**config.mk**
```make
export PLATFORM = sky130hd
export DESIGN_NAME = plo_clear
export DESIGN_NICKNAME = d
export VERILOG_FILES = /design/src/rtl/plo_pkg.sv /design/src/rtl/plo_clear.sv
export SDC_FILE = /design/constraint.sdc
export NUM_CORES = 1
export LEC_CHECK = 0
export BUFFER_PORTS_ARGS = -buffer_cell sky130_fd_sc_hd__buf_2
export CAP_MARGIN = 25
export CORE_AREA = 3 3 40 42
export DETAILED_ROUTE_END_ITERATION = 6
export DIE_AREA = 0 0 43 45
export PLACE_DENSITY = 0.65
export SETUP_SLACK_MARGIN = 0.05
export SLEW_MARGIN = 0
export SYNTH_ARGS = -nofsm -noshare
export SYNTH_HDL_FRONTEND = slang
export SYNTH_SLANG_ARGS = --single-unit
```
**constraint.sdc**
```tcl
create_clock -name clk -period 2.75 [get_ports clk]
set_input_delay 0.4125 -clock clk [delete_from_list [all_inputs] [get_ports clk]]
set_output_delay 0.4125 -clock clk [all_outputs]
set_load 0.02 [all_outputs]
```
**src/rtl/plo_pkg.sv**
```systemverilog
`timescale 1ns / 1ps
// ----------------------------------------------------------------------------
// plo_pkg: shared types and constants of the price level order queue
// Field widths, operation and status codes, and parameter defaults.
// ----------------------------------------------------------------------------
package plo_pkg;

	// parameter defaults
	localparam int SLOTS_DEF     = 1024;
	localparam int SIZE_BITS_DEF = 32;

	// fixed field widths
	localparam int SLOT_FIELD_W = 10;
	localparam int SIZE_FIELD_W = 32;
	localparam int VOL_W        = 42;
	localparam int CNT_W        = 11;

	// operation codes
	typedef enum logic {
		OP_ADD    = 1'b0,
		OP_REMOVE = 1'b1
	} plo_op_t;

	// result status codes
	typedef enum logic [1:0] {
		ST_DONE    = 2'd0,
		ST_ABSENT  = 2'd1,
		ST_REFUSED = 2'd2
	} plo_status_t;

endpackage

```
**src/rtl/plo_clear.sv**
```systemverilog
`timescale 1ns / 1ps
// ----------------------------------------------------------------------------
// plo_clear: membership store clearing sweep
// After reset walks every slot address once, one a cycle, and reports busy
// until the last slot has been cleared.
// ----------------------------------------------------------------------------
module plo_clear #(
	parameter int SLOTS = plo_pkg::SLOTS_DEF,
	localparam int AW   = $clog2(SLOTS)
) (
	input  logic          clk,
	input  logic          arst_n,
	output logic          busy,
	output logic [AW-1:0] addr
);

	logic          busy_q;
	logic [AW-1:0] addr_q;

	// sweep counter
	always_ff @(posedge clk or negedge arst_n) begin
		if (!arst_n) begin
			busy_q <= 1'b1;
			addr_q <= '0;
		end else if (busy_q) begin
			if (addr_q == AW'(SLOTS - 1)) begin
				busy_q <= 1'b0;
			end else begin
				addr_q <= addr_q + AW'(1);
			end
		end
	end

	assign busy = busy_q;
	assign addr = addr_q;

endmodule

```
* After elaboration in Yosys (flattened, before gate mapping)
Index checks and enable logic that the tools add are counted.
** Storage, ports and cells
- Register bits :: 11
- Output and inout port bits :: 11
- Word-level logic and storage cells :: 8
** Cells by class
- $add $sub $neg :: 1
- Equality and inequality tests :: 1
- Mux-type cells :: 2
- Bitwise operators :: 1
- Reductions and logical operators :: 1
** Operator list (count)
- $add A10 B1 Y10 const B :: 1
- $eq A10 B10 Y1 const B :: 1
- $mux W1 :: 2
- $reduce_and A2 Y1 :: 1
- $not A1 Y1 :: 1

* Longest topological paths before layout
Gate-level depths: netlist of run 1.
- Word-level depth :: 3
- Depth in mapped cells :: 4
- Mapped depth without buffers :: 4

* Least setup slack after synthesis of run 1
OpenSTA, ideal clock, no wires.
- Path kind :: register to register
- Start :: reg addr_q[0] (netlist: addr[0])
- End :: reg addr_q[1] (netlist: addr[1])
- Library setup time :: 125 ps
- Arrival time :: 1497 ps
- Required time :: 2625 ps
- Path slack :: 1128 ps
- Stages on the path, launching flop included :: 5
- Cells stage by stage :: dfrtp_1 -> ha_1 -> nand2_1 -> o31ai_4 -> mux2_4
** On the way
- Word-level cells in the longest chain between the ends :: 3
- Elaborated cells on any way between the ends :: 4
- Classes of those cells :: add/sub (1); eq/ne (1); bitwise (1); reduce/logical (1)
** Ends and longest elaborated chain
- start: declaration :: line plo_clear.sv:18 : logic [AW-1:0] addr_q;
- start signal: assignment :: line plo_clear.sv:29 : addr_q <= addr_q + AW'(1);
- parallel branches: the longest is 3 deep, another holds $add A10 B1 Y10
Parallel ways; which one is timed is not known.
A chain may end at the register's enable or synchronous reset.

* Final worst setup path of run 1
Same ends and word-level chain as after synthesis.

==> impl_table.tex, run 1 <==
\begin{tabular}{lr}
\hline
Metric & Value \\
\hline
\multicolumn{2}{l}{\textbf{Power and ir drop}} \\
Power Density & 407 nW/um2 \\
Max rail drop VDD & 0.215 mV \\
Leak pwr & 0.325 nW \\
Final Total Pwr & 0.000272 W \\
\multicolumn{2}{l}{\textbf{Synthesis}} \\
Cell variety after synth & 27 \\
Fraction of the yosys area taken by sequential cells & 49.1\% \\
Number of cells produced by synthesis & 47 \\
Share of the synthesized area in the top cell type & 44.4\% \\
Count of yosys warnings during synthesis & 0 \\
Post-synthesis cell area & 563 um2 \\
Most area-consuming cells after synthesis & dfrtp\_1 44\%, mux2\_2 8.0\%, dfstp\_2 4.7\% \\
Synthesized net count & 50 \\
Mean post-synth cell area & 12.0 um2 \\
Largest area contributor in the synthesized netlist & dfrtp\_1 \\
Flip-flop and latch count after synthesis & 11 \\
\multicolumn{2}{l}{\textbf{Critical path}} \\
Crit Path Category & flip-flop to flip-flop \\
CP endpoint kind & flip-flop \\
Launching point of the worst reg2reg path & addr[0]\$\_DFFE\_PN0P\_ \\
Endpoint arrival time on the critical path & 1.78 ns \\
Maximum fanout count along the critical path & 5 \\
Critical path launch point type & flip-flop \\
Data required time at the worst endpoint & 2.90 ns \\
Worst Setup SP & addr[0]\$\_DFFE\_PN0P\_ \\
\multicolumn{2}{l}{\textbf{Clock tree}} \\
TritonCTS clock tree & done \\
Clock latency on the worst-skew pair & 0.26 ns \\
Clock H-tree levels & 1 \\
Gates resized, CTS repair & 0 \\
Total CTS buffers & 3 \\
Clock transition at the registers of the reported paths & 0.07 ns \\
Clock sink count & 11 \\
Maximum clock path buffer count & 2 \\
Clock root cell & clkbuf\_4 \\
Post-cts hold buffer count & 0 \\
Number of post-CTS setup repair buffers & 0 \\
\multicolumn{2}{l}{\textbf{Global route}} \\
Initial antenna violation count & 0 \\
First-pass GRT wire length & 1.84 mm \\
Total routing usage reported by global routing & 12.7\% \\
Number of global-route vias before repair & 416 \\
GRT overflow & 0 \\
Largest net degree at the start of global routing & 12 \\
\multicolumn{2}{l}{\textbf{Layout}} \\
Layout cell share with drive strength beyond 1 & 42.9\% \\
Count of inserted antenna diode cells & 0 \\
Layout Area Growth over Synthesis & 18.7\% \\
Nets & 67 \\
Most common cell after layout, fill and taps aside & buf\_2 \\
Count of non-filler cells in the finished layout & 78 \\
Filler Cells Inserted & 127 \\
Top library cells by usage in the layout, fill and taps aside & 12 x buf\_2, 10 x dfrtp\_1, 5 x nand2\_1, 4 x mux2\_2, 3 x clkbuf\_4 \\
Design Area, Final & 668 um2 \\
\multicolumn{2}{l}{\textbf{Placement}} \\
\# placed instances & 74 \\
\# port buffers & 12 \\
Worst slack at placement & 1.15 ns \\
Placer's final routability congestion estimate & 0.711 \\
HPWL after DPL & 792 um \\
Standard cell area after detailed placement & 642 um2 \\
\multicolumn{2}{l}{\textbf{Detailed routing}} \\
Via density per instance & 5.56 \\
Residual DRC count & 0 \\
Residual antenna-violating net count after detailed routing & 0 \\
Total wire length & 1.04 mm \\
Detailed router's first-iteration violation count & 10 \\
Total vias in the final route & 434 \\
Length of the first detailed-routing pass in iterations & 4 \\
Average routed wire per standard cell & 13.3 um \\
\multicolumn{2}{l}{\textbf{Timing}} \\
Fin Clk Skew & 0.00428 ns \\
Setup repair after global routing missed its margin & false \\
Setup ws final & 1.12 ns \\
Tightest slew margin relative to the limit & 80.2\% \\
Transition time at the pin with the least slew margin & 0.293 ns \\
Final setup violation count & 0 \\
Final Cycle Share & 59.2\% \\
Final number of hold-violating endpoints & 0 \\
Tmin final & 1.63 ns \\
Maximum operating frequency & 614 MHz \\
Total negative slack for setup checks & 0 ns \\
Final Max Slew Viols & 0 \\
\multicolumn{2}{l}{\textbf{Run status}} \\
Outcome & finished, final reports clean \\
\multicolumn{2}{l}{\textbf{Floorplanning}} \\
Height of the die & 45 um \\
Starting Density & 43.8\% \\
Number of placement rows & 13 \\
Total die area & 1940 um2 \\
Overall die width & 43 um \\
IO Pins & 13 \\
Placeable core area & 1280 um2 \\
\multicolumn{2}{l}{\textbf{Worst hold path}} \\
Min-Delay Path Class & input pin to asynchronous set/reset pin \\
\multicolumn{2}{l}{\textbf{Flow run}} \\
Max-cap check violation count & 0 \\
\hline
\end{tabular}
-- flip-flops by register name, summed over array words and instances, names as in the netlist --
signal / cells
addr: 10
busy: 1
-- worst max-delay path: stages (launching register included) --
cell,delay (ns)
dfrtp_1,0.40
ha_1,0.26
nand2_1,0.19
o31ai_4,0.33
mux2_4,0.33
-- layout make-up --
| class | count | area, um2 | share of cell area, % |
|---|---|---|---|
| clock buffer | 4 | 26.3 | 3.93 |
| inverter | 1 | 3.75 | 0.562 |
| multi-input combinational | 35 | 283 | 42.3 |
| sequential | 11 | 277 | 41.4 |
| tap | 15 | 18.8 | 2.81 |
| timing repair buffer | 12 | 60.1 | 8.99 |
-- final timing paths --
path	slack, ns	end	cells past startpoint
max reg2reg	1.12	addr[1]$_DFFE_PN0P_	4
min	0.005	addr[4]$_DFFE_PN0P_	1
min reg2reg	0.53	busy$_DFF_PN1_	2
min in group clk	0.53	busy$_DFF_PN1_	2
max in group asynchronous	2.48	busy$_DFF_PN1_	1
max	1.12	addr[1]$_DFFE_PN0P_	4
-- cell families after synthesis --
family | count (synthesis) | synth area share (%)
fa+ha+maj | 1 | 2.22
simple gates | 17 | 18.7
compound gates | 10 | 15.6
mux | 5 | 10.7
buf+inv | 1 | 0.666
xor+xnor | 2 | 3.11
flops | 11 | 49.1
-- synthesized netlist by cell type, drive strengths merged --
| master | count |
|---|---|
| nand3 | 3 |
| o21ai | 1 |
| o21ba | 1 |
| o311ai | 1 |
| a31oi | 1 |
| a21oi | 2 |
| nand4 | 2 |
| ha | 1 |
| inv | 1 |
| dfstp | 1 |
| nor3 | 1 |
| o2111a | 1 |
| nand2 | 5 |
| nor3b | 1 |
| o211ai | 1 |
| nand2b | 1 |
| o21a | 1 |
| and4 | 2 |
| o31ai | 1 |
| dfrtp | 10 |
| nor2 | 2 |
| mux2 | 5 |
| xnor2 | 2 |
-- through the flow --
| step | hold slack (ns) | util (%) |
|---|---|---|
| finish | 0.00501 | 52.0 |
| global route | 0.0103 | 52.0 |
| detailed placement | 0.294 | 50.0 |
| CTS | 0.00791 | 52.0 |
| global placement | 0.296 | 50.0 |
| floorplan | 0.117 | - |
-- power by group --
group / leakage [nW] / total, W / switching (W) / internal [W]
Combinational: 0.159 / 0.00000346 / 0.00000294 / 0.000000523
Sequential: 0.150 / 0.000162 / 0 / 0.000162
Clock: 0.0150 / 0.000107 / 0.0000509 / 0.0000559
Total: 0.325 / 0.000272 / 0.0000538 / 0.000218
-- per-layer routing --
metal	wire, um	vias up	global-route usage, %
met5	0	-	0
li1	-	211	-
met1	480	211	17.1
met4	9	0	5.42
met3	46	2	2.39
met2	503	10	20.1
Power figures use the tool's default switching activity.
==> run 2, diff against run 1 <==
clock period = 1.6 ns   (was 2.75 ns; I/O delays follow)
==> impl_table.tex, run 2 (same netlist as run 1, synthesis figures left out) <==
\begin{tabular}{lr}
\hline
Metric & Value \\
\hline
\multicolumn{2}{l}{\textbf{Run status}} \\
Outcome & finished, final reports clean \\
\multicolumn{2}{l}{\textbf{Layout}} \\
Count of inserted antenna diode cells & 0 \\
Top library cells by usage in the layout, fill and taps aside & 12 x buf\_2, 8 x dfrtp\_1, 5 x nand2\_1, 5 x buf\_4, 4 x mux2\_2 \\
Most common cell after layout, fill and taps aside & buf\_2 \\
Nets & 73 \\
Design Area, Final & 726 um2 \\
Layout cell share with drive strength beyond 1 & 52.2\% \\
Max FFs per register & 10 \\
Layout Area Growth over Synthesis & 28.9\% \\
Final core occ & 56.5\% \\
\multicolumn{2}{l}{\textbf{Floorplanning}} \\
Starting Density & 43.8\% \\
Overall die width & 43 um \\
Placeable core area & 1280 um2 \\
IO Pins & 13 \\
Total die area & 1940 um2 \\
Number of placement rows & 13 \\
Height of the die & 45 um \\
\multicolumn{2}{l}{\textbf{Placement}} \\
Standard cell area after detailed placement & 687 um2 \\
\# port buffers & 12 \\
Worst slack at placement & 0.118 ns \\
Placer's final routability congestion estimate & 0.683 \\
HPWL after DPL & 795 um \\
\multicolumn{2}{l}{\textbf{Clock tree}} \\
Clock transition at the registers of the reported paths & 0.07 ns \\
Clock root cell & clkbuf\_4 \\
Maximum clock path buffer count & 2 \\
Clock latency on the worst-skew pair & 0.26 ns \\
Number of post-CTS setup repair buffers & 0 \\
Clock sink count & 11 \\
TritonCTS clock tree & done \\
Total CTS buffers & 3 \\
Clock H-tree levels & 1 \\
\multicolumn{2}{l}{\textbf{Detailed routing}} \\
Length of the first detailed-routing pass in iterations & 4 \\
Residual DRC count & 0 \\
Detailed router's first-iteration violation count & 9 \\
Average routed wire per standard cell & 12.6 um \\
Residual antenna-violating net count after detailed routing & 0 \\
Total wire length & 1.06 mm \\
Via density per instance & 5.33 \\
Total vias in the final route & 448 \\
\multicolumn{2}{l}{\textbf{Critical path}} \\
Largest stage delay on the critical path & 0.59 ns \\
CP endpoint kind & flip-flop \\
Endpoint arrival time on the critical path & 1.64 ns \\
Critical-path cell list & and4\_4, nor3b\_2, mux2\_2 \\
Maximum fanout count along the critical path & 6 \\
Critical path launch point type & flip-flop \\
Slowest cell on the critical path & dfstp\_2 \\
Data required time at the worst endpoint & 1.75 ns \\
Crit Path Category & flip-flop to flip-flop \\
\multicolumn{2}{l}{\textbf{Timing}} \\
Tightest slew margin relative to the limit & 84.5\% \\
Maximum operating frequency & 671 MHz \\
Transition time at the pin with the least slew margin & 0.229 ns \\
Final Max Slew Viols & 0 \\
Final Cycle Share & 93.2\% \\
Final number of hold-violating endpoints & 0 \\
Fin Clk Skew & 0.00237 ns \\
Setup repair after global routing missed its margin & false \\
Final setup violation count & 0 \\
Total negative slack for setup checks & 0 ns \\
Setup ws final & 0.109 ns \\
Tmin final & 1.49 ns \\
\multicolumn{2}{l}{\textbf{Global route}} \\
GRT overflow & 0 \\
Total routing usage reported by global routing & 13.2\% \\
Initial antenna violation count & 0 \\
Number of global-route vias before repair & 428 \\
First-pass GRT wire length & 1.85 mm \\
Largest net degree at the start of global routing & 12 \\
\multicolumn{2}{l}{\textbf{Power and ir drop}} \\
Leak pwr & 0.345 nW \\
Fraction of power consumed by sequential logic & 58.4\% \\
Power Density & 656 nW/um2 \\
Switching power of the nets & 0.0000991 W \\
Switch share & 20.8\% \\
Comb power frac & 1.6\% \\
Max rail drop VDD & 0.377 mV \\
Clock network power share & 40.0\% \\
Cell internal pwr & 0.000377 W \\
\multicolumn{2}{l}{\textbf{Flow run}} \\
Max-cap check violation count & 0 \\
\multicolumn{2}{l}{\textbf{Worst hold path}} \\
Min-Delay Path Class & input pin to asynchronous set/reset pin \\
\hline
\end{tabular}
## run 2: critical path, delay by kind of cell (launching register included)
| kind | cells | cell delay [ns] |
|---|---|---|
| simple gates | 2 | 0.44 |
| flops | 1 | 0.59 |
| mux | 1 | 0.34 |
## run 2: area by class of cell
cell class              count  area, um2
clock buffers               4       26.3
fillers                   124        559
inverters                   1       3.75
multi-input cells          35        290
flip-flops and latches     11        279
well taps                  15       18.8
repair buffers             18        108
## run 2: final timing paths
path,from,to,slack (ns),depth (start not counted)
hold / removal,arst_n,addr[4]$_DFFE_PN0P_,0.36,2
min in group clk,addr[0]$_DFFE_PN0P_,addr[0]$_DFFE_PN0P_,0.52,1
setup / recovery,busy$_DFF_PN1_,addr[9]$_DFFE_PN0P_,0.11,3
setup reg to reg,busy$_DFF_PN1_,addr[9]$_DFFE_PN0P_,0.11,3
max in group asynchronous,arst_n,busy$_DFF_PN1_,0.98,2
hold reg to reg,addr[0]$_DFFE_PN0P_,addr[0]$_DFFE_PN0P_,0.52,1
## run 2: per-stage QoR
stage	hold slack [ns]	std cells	total power, W
2_1_floorplan	-0.0556	47	0.000283
3_3_place_gp	0.123	79	0.000290
3_5_place_dp	0.123	79	0.000290
4_1_cts	0.375	84	0.000479
5_1_grt	0.372	84	0.000490
6_report	0.362	84	0.000476
## run 2: per-layer routing
metal	part of all wire (%)	track usage, %	wire length, um	up-vias
met4	1.8	9.04	19	0
met2	48	20.1	503	10
met1	46	17.2	481	211
met3	4.8	2.39	51	4
met5	0	0	0	-
li1	-	-	-	223
## run 2: power by group through the flow
stage	combinational [W]	clock (W)	sequential, W
4_1_cts	0.00000845	0.000192	0.000278
6_report	0.00000779	0.000190	0.000278
2_1_floorplan	0.0000000000938	0	0.000283
3_3_place_gp	0.00000661	0	0.000283
3_5_place_dp	0.00000660	0	0.000283
5_1_grt	0.00000878	0.000203	0.000278
## run 2: repair_timing
action / in CTS / in global routing
hold endpoints to repair: 10 / 0
resized for setup: 0 / 2
setup endpoints to repair: 0 / 3
hold buffers: 1 / 0
